`src/teg_pkg.sv`:
```
// ----------------------------------------------------------------------------
// teg_pkg
// Shared types and constants for the thermal erosion grid pass.
// ----------------------------------------------------------------------------
package teg_pkg;

    localparam int MAX_COLS = 64;
    localparam int MAX_ROWS = 64;
    localparam int COL_W    = $clog2(MAX_COLS);
    localparam int ROW_W    = $clog2(MAX_ROWS);
    localparam int ADDR_W   = ROW_W + COL_W;
    localparam int DEPTH    = MAX_COLS * MAX_ROWS;

    localparam logic [1:0] CMD_WRITE = 2'd0;
    localparam logic [1:0] CMD_READ  = 2'd1;
    localparam logic [1:0] CMD_RUN   = 2'd2;

    localparam logic [2:0] REG_GRID_WIDTH  = 3'd0;
    localparam logic [2:0] REG_GRID_HEIGHT = 3'd1;
    localparam logic [2:0] REG_MOVE_AMOUNT = 3'd2;
    localparam logic [2:0] REG_SLOPE_THR   = 3'd3;
    localparam logic [2:0] REG_PASS_COUNT  = 3'd4;

    typedef struct packed {
        logic [1:0]         cmd;
        logic [5:0]         col;
        logic [5:0]         row;
        logic signed [15:0] height_in;
    } t_in_item;

    typedef struct packed {
        logic signed [15:0] height_out;
        logic               run_done;
    } t_out_item;

    typedef enum logic [2:0] {
        SEL_HOST = 3'b001,
        SEL_SCAN = 3'b010,
        SEL_NBR  = 3'b100
    } t_addr_sel;

    // controller -> datapath
    typedef struct packed {
        t_addr_sel   addr_sel;
        logic        host_we;
        logic        host_rd;
        logic        load_here;
        logic        clr_best;
        logic        eval_nbr;
        logic        wr_self;
        logic        wr_target;
        logic        rd_target;
        logic [3:0]  nbr_idx;
        logic [ROW_W-1:0] y;
        logic [COL_W-1:0] x;
    } t_ctl_cmd;

    // datapath -> controller
    typedef struct packed {
        logic nbr_ok;
        logic do_move;
    } t_dp_stat;

    function automatic logic signed [15:0] sat16(input logic signed [17:0] v);
        if (v > 18'sd32767) return 16'sh7fff;
        if (v < -18'sd32768) return 16'sh8000;
        return v[15:0];
    endfunction

endpackage

```
`src/teg_ctrl.sv`:
```
// ----------------------------------------------------------------------------
// teg_ctrl
// Sequencer for host access and erosion passes.
// ----------------------------------------------------------------------------
module teg_ctrl import teg_pkg::*; (
    input  logic       i_clk,
    input  logic       i_rst_n,
    input  logic       i_valid,
    output logic       o_ready,
    input  t_in_item   i_item,
    input  logic       i_out_ready,
    output logic       o_out_valid,
    output t_out_item  o_out,
    input  logic [6:0] i_w,
    input  logic [6:0] i_h,
    input  logic [7:0] i_passes,
    input  t_dp_stat   i_stat,
    input  logic signed [15:0] i_rdata,
    output t_ctl_cmd   o_ctl
);
    typedef enum logic [7:0] {
        S_IDLE  = 8'b00000001,
        S_RDWT  = 8'b00000010,
        S_HERE  = 8'b00000100,
        S_NBR   = 8'b00001000,
        S_DEC   = 8'b00010000,
        S_TRD   = 8'b00100000,
        S_INC   = 8'b01000000,
        S_NEXT  = 8'b10000000
    } t_state;

    t_state r_state, n_state;
    logic [ROW_W-1:0] r_y, n_y;
    logic [COL_W-1:0] r_x, n_x;
    logic [3:0] r_k, n_k;
    logic [7:0] r_p, n_p;
    logic r_ov, n_ov;
    t_out_item r_out, n_out;
    logic r_rd_out, n_rd_out;
    logic r_nbr_ok_q;
    logic [6:0] w_c, h_c;
    logic acc;
    logic last_x, last_y;

    assign w_c = (i_w > 7'(MAX_COLS)) ? 7'(MAX_COLS) : i_w;
    assign h_c = (i_h > 7'(MAX_ROWS)) ? 7'(MAX_ROWS) : i_h;
    assign o_ready = (r_state == S_IDLE) && !r_rd_out && (!r_ov || i_out_ready);
    assign acc = i_valid && o_ready;
    assign last_x = ({1'b0, r_x} + 7'd1) >= w_c;
    assign last_y = ({1'b0, r_y} + 7'd1) >= h_c;
    assign o_out_valid = r_ov;
    assign o_out = r_out;

    always_comb begin
        n_state = r_state; n_y = r_y; n_x = r_x; n_k = r_k; n_p = r_p;
        n_ov = r_ov; n_out = r_out; n_rd_out = 1'b0;
        o_ctl = '0;
        o_ctl.addr_sel = SEL_SCAN;
        o_ctl.nbr_idx = r_k;
        o_ctl.y = r_y;
        o_ctl.x = r_x;
        if (r_ov && i_out_ready) n_ov = 1'b0;
        if (r_rd_out) begin
            n_ov = 1'b1;
            n_out.height_out = i_rdata;
            n_out.run_done = 1'b0;
        end
        case (r_state)
            S_IDLE: begin
                o_ctl.addr_sel = SEL_HOST;
                if (acc) begin
                    case (i_item.cmd)
                        CMD_WRITE: o_ctl.host_we = 1'b1;
                        CMD_READ:  n_rd_out = 1'b1;
                        CMD_RUN: begin
                            n_y = '0; n_x = '0; n_p = i_passes;
                            n_state = S_NEXT;
                        end
                        default: ;
                    endcase
                end
            end
            S_NEXT: begin
                if (n_p == 8'd0 || w_c == 7'd0 || h_c == 7'd0) begin
                    if (!r_ov) begin
                        n_ov = 1'b1;
                        n_out.height_out = '0;
                        n_out.run_done = 1'b1;
                        n_state = S_IDLE;
                    end
                end else begin
                    n_state = S_RDWT;
                end
            end
            S_RDWT: begin
                n_state = S_HERE;
            end
            S_HERE: begin
                o_ctl.load_here = 1'b1;
                o_ctl.clr_best = 1'b1;
                o_ctl.addr_sel = SEL_NBR;
                o_ctl.nbr_idx = 4'd0;
                n_k = 4'd1;
                n_state = S_NBR;
            end
            S_NBR: begin
                // read neighbour r_k while judging neighbour r_k-1
                o_ctl.addr_sel = SEL_NBR;
                o_ctl.nbr_idx = r_k;
                o_ctl.eval_nbr = r_nbr_ok_q;
                n_k = r_k + 4'd1;
                if (r_k == 4'd8) n_state = S_DEC;
            end
            S_DEC: begin
                if (i_stat.do_move) begin
                    o_ctl.wr_self = 1'b1;
                    n_state = S_TRD;
                end else begin
                    n_state = S_INC;
                end
            end
            S_TRD: begin
                o_ctl.rd_target = 1'b1;
                n_state = S_INC;
                n_k = 4'd15;
            end
            S_INC: begin
                if (r_k == 4'd15) o_ctl.wr_target = 1'b1;
                n_k = 4'd0;
                if (last_x) begin
                    n_x = '0;
                    if (last_y) begin
                        n_y = '0;
                        n_p = r_p - 8'd1;
                        n_state = S_NEXT;
                    end else begin
                        n_y = r_y + 1'b1;
                        n_state = S_RDWT;
                    end
                end else begin
                    n_x = r_x + 1'b1;
                    n_state = S_RDWT;
                end
            end
            default: n_state = S_IDLE;
        endcase
    end

    always_ff @(posedge i_clk) begin
        r_nbr_ok_q <= i_stat.nbr_ok;
    end

    always_ff @(posedge i_clk) begin
        if (!i_rst_n) begin
            r_state <= S_IDLE; r_ov <= 1'b0; r_rd_out <= 1'b0;
            r_y <= '0; r_x <= '0; r_k <= '0; r_p <= '0;
        end else begin
            r_state <= n_state; r_ov <= n_ov; r_rd_out <= n_rd_out;
            r_y <= n_y; r_x <= n_x; r_k <= n_k; r_p <= n_p;
        end
        r_out <= n_out;
    end
endmodule

```
`config.mk`:
```
export PLATFORM = sky130hd
export DESIGN_NAME = teg_ctrl
export DESIGN_NICKNAME = d
export VERILOG_FILES = /design/src/teg_pkg.sv /design/src/teg_ctrl.sv
export SDC_FILE = /design/constraint.sdc
export NUM_CORES = 1
export LEC_CHECK = 0
export BUFFER_PORTS_ARGS = -buffer_cell sky130_fd_sc_hd__buf_4
export CORE_MARGIN = 2
export CORE_UTILIZATION = 36
export DETAILED_ROUTE_END_ITERATION = 16
export GPL_ROUTABILITY_DRIVEN = 0
export PLACE_DENSITY = 0.65
export SYNTH_ARGS = -nofsm -noshare
export SYNTH_HDL_FRONTEND = slang
export SYNTH_SLANG_ARGS = --single-unit
```
`constraint.sdc`:
```
create_clock -name i_clk -period 3.3 [get_ports i_clk]
set_input_delay 0.165 -clock i_clk [delete_from_list [all_inputs] [get_ports i_clk]]
set_output_delay 0.165 -clock i_clk [all_outputs]
set_load 0.005 [all_outputs]
```
==> impl_summary.log <==
INFO  metric max_cap_violations = 0
INFO  metric synth_most_common_cell = sky130_fd_sc_hd__dfxtp_1
INFO  metric grtUsageTotal = 0.1772
INFO  metric capturing_element_type_of_the_critical_path = register
INFO  metric start_util = 0.3735
INFO  metric wl_per_cell = 14.40 um
INFO  metric crit_start = r_x[0]
INFO  metric antenna_found_initial = 0
INFO  metric leakagePower = 1.814 nW
INFO  metric clk_pin_slew = 100 ps
INFO  metric synth.yosys.seq_area_share = 0.3375
INFO  metric place_hpwl = 6.229 mm
INFO  metric totalPowerFinal = 0.001810 W
INFO  metric finish.net_count = 552
INFO  metric fin_skew = 5.027 ps
INFO  metric insertion_delay = 310 ps
INFO  metric synth_largest_type_area_fraction = 0.3375
INFO  metric synth_area = 3084 um2
INFO  metric drc = 0
INFO  metric horiz_die_dim = 96.56 um
INFO  metric dpl.cell_count = 556
INFO  metric path_max_fanout = 12
INFO  metric finalNonFillerCells = 565
INFO  metric fraction_of_registers_with_async_set_reset = 0
INFO  metric via_count = 3124
INFO  metric synthDistinctLibCells = 53
INFO  metric yosysWarnings = 0
INFO  metric drive_above_1_share = 0.2413
INFO  metric floorplan.io_pins = 120
INFO  metric fp.dieH = 96.56 um
INFO  metric postSynthCellCount = 370
INFO  metric max_vdd_drop = 393.8 uV
INFO  metric grt_pass1_wl = 13.29 mm
INFO  metric clockBufferDepth = 2
INFO  metric final_antenna_net_count = 0
INFO  metric cts_setup_buffers = 0
INFO  metric finalMaxSlewViolations = 0
INFO  metric fillCellCount = 810
INFO  metric worst_r2r_setup_slack = 330 ps
INFO  metric worst-slew-pin-transition = 732.1 ps
INFO  metric place_worst_setup_slack = 379.7 ps
INFO  metric post_cts_resize_count = 0
INFO  metric core_area = 8258 um2
INFO  metric synth_nets = 463
INFO  metric worst-setup-path-type = register to register
INFO  metric synth_edf_count = 0
INFO  metric tritoncts = done
INFO  metric synth_commonest_cells = sky130_fd_sc_hd__dfxtp_1, sky130_fd_sc_hd__nor2_1, sky130_fd_sc_hd__nand2_1
INFO  metric avgSynthCellArea = 8.336 um2
INFO  metric maxClockFrequency = 337.1 MHz
INFO  metric overflow = 0
INFO  metric status = completed
INFO  metric cts.hold.buffers_added = 1
INFO  metric holdCritPathClass = primary input to register
INFO  metric numPortBuffers = 90
INFO  metric first_pass_iters = 5
INFO  metric ys_top_cells_by_area = sky130_fd_sc_hd__dfxtp_1, sky130_fd_sc_hd__ha_1, sky130_fd_sc_hd__mux2i_1
INFO  metric rsz0062_at_grt = false
INFO  metric worst_ep_required_time = 3540 ps
INFO  metric diodes = 0
INFO  metric cts.htree.levels = 2
INFO  metric ctsRootBufferMaster = sky130_fd_sc_hd__clkbuf_8
INFO  metric initialDrtViolationCount = 212
INFO  metric dieArea = 9324 um2
INFO  metric worst_hold_margin = 84.09 ps
INFO  metric clkSinkCount = 52
INFO  metric finalCriticalPeriod = 2966 ps
INFO  metric finalHoldViolCount = 0
INFO  metric final.period_utilization = 0.8988
INFO  metric post_synthesis_sequential_element_count = 52
INFO  metric min_delay_startpoint = i_rdata[12]
INFO  metric power_density = 454.4 nW/um2
INFO  metric grt_pass1_vias = 2936
INFO  metric detail_route.wirelength = 8.137 mm
INFO  metric critical_path.reg2reg.startpoint = r_x[0]
INFO  metric finalSetupViolCount = 0
INFO  metric avgViaCountPerCell = 5.529
INFO  metric cp_data_arrival_time = 3210 ps
INFO  metric cts-buffers-inserted = 5
INFO  metric post-synth-top-area-cell = sky130_fd_sc_hd__dfxtp_1
INFO  metric worst_slew_margin_rel = 0.5079
INFO  metric grt_start_max_net_pins = 21
INFO  metric fp-row-count = 33
INFO  metric setup.worst_path.start_class = register
INFO  metric worst_slack = 333.8 ps
INFO  metric area_growth_syn_to_layout = 29.13%
INFO  metric fin_tns_setup = 0 ps
INFO  metric top_reg_cell_synth = sky130_fd_sc_hd__dfxtp_1
==> through the flow <==
step / area (um2) / util
2_1_floorplan: 3084 / -
3_3_place_gp: 3861 / 0.4676
3_5_place_dp: 3861 / 0.4676
4_1_cts: 3983 / 0.4823
5_1_grt: 3983 / 0.4823
6_report: 3983 / 0.4823
==> sequential cells by signal, summed over array words and instances, names as in the netlist <==
register     flops
r_rd_out         1
r_x              6
o_out_valid      1
r_y              6
r_nbr_ok_q       1
r_state          8
r_p              8
r_k              4
o_out           17
==> logic make-up (layout without fill, tap and decap cells) <==
group                      count (synthesis)  after routing  synth area share
muxes                                     19             19           0.06166
xor gates and xnor gates                   7              7           0.01988
DFF                                       52             52            0.3375
and+or+nand+nor                          151            151            0.2564
other                                      1              1          0.001216
adders and majority gates                 19             19           0.07708
buffers and inverters                     34            124           0.04990
AOI/OAI and AO/OA                         87             87            0.1964
==> path summary, 6_finish.rpt <==
kind	endpoint	cells after the start
worst max-delay path	r_p[1]	9
worst min-delay path	o_out[13]	3
worst max register to register	r_p[1]	9
worst min register to register	r_p[7]	2
==> worst max-delay path, stage by stage (launching register included) <==
cell                      delay (ps)
sky130_fd_sc_hd__dfxtp_1         430
sky130_fd_sc_hd__ha_1            260
sky130_fd_sc_hd__nand3_1         180
sky130_fd_sc_hd__xnor2_1         170
sky130_fd_sc_hd__ha_1            330
sky130_fd_sc_hd__a41o_1          240
sky130_fd_sc_hd__a21oi_1         260
sky130_fd_sc_hd__o211a_1         410
sky130_fd_sc_hd__or3_1           390
sky130_fd_sc_hd__mux2i_1         230
==> report_power, final <==
part	switching (W)	internal [W]	leakage, nW	total (W)
sequential	0.0000696	0.000747	0.426	0.000817
clock	0.000218	0.000229	0.0558	0.000447
combinational	0.000249	0.000297	1.33	0.000546
total	0.000536	0.00127	1.81	0.00181
==> metal layers <==
layer / share of wire / vias up / global-route usage
li1: - / 1546 / -
met1: 0.44 / 1450 / 0.2254
met2: 0.47 / 121 / 0.3009
met3: 0.077 / 7 / 0.04422
met4: 0.0076 / 0 / 0.04460
met5: 0 / - / 0
==> area by class of cell <==
cell class	count	area (um2)	share of cell area
clock inverter	2	38.79	0.009739
tap	105	131.4	0.03299
multi-input combinational	284	1889	0.4744
inverter	17	63.81	0.01602
sequential	52	1041	0.2614
clock buffer	6	72.57	0.01822
timing repair buffer	99	745.7	0.1872
==> layout by cell type (no fill, tap or decap), types with 15 or more instances in the layout <==
master	count
sky130_fd_sc_hd__nor2_1	44
sky130_fd_sc_hd__buf_4	98
sky130_fd_sc_hd__mux2i_1	19
sky130_fd_sc_hd__inv_1	16
sky130_fd_sc_hd__dfxtp_1	52
sky130_fd_sc_hd__o21ai_0	16
sky130_fd_sc_hd__nand2_1	23
sky130_fd_sc_hd__nand3_1	15
sky130_fd_sc_hd__a21oi_1	20
sky130_fd_sc_hd__ha_1	19
(Power assumes the default switching activity.)
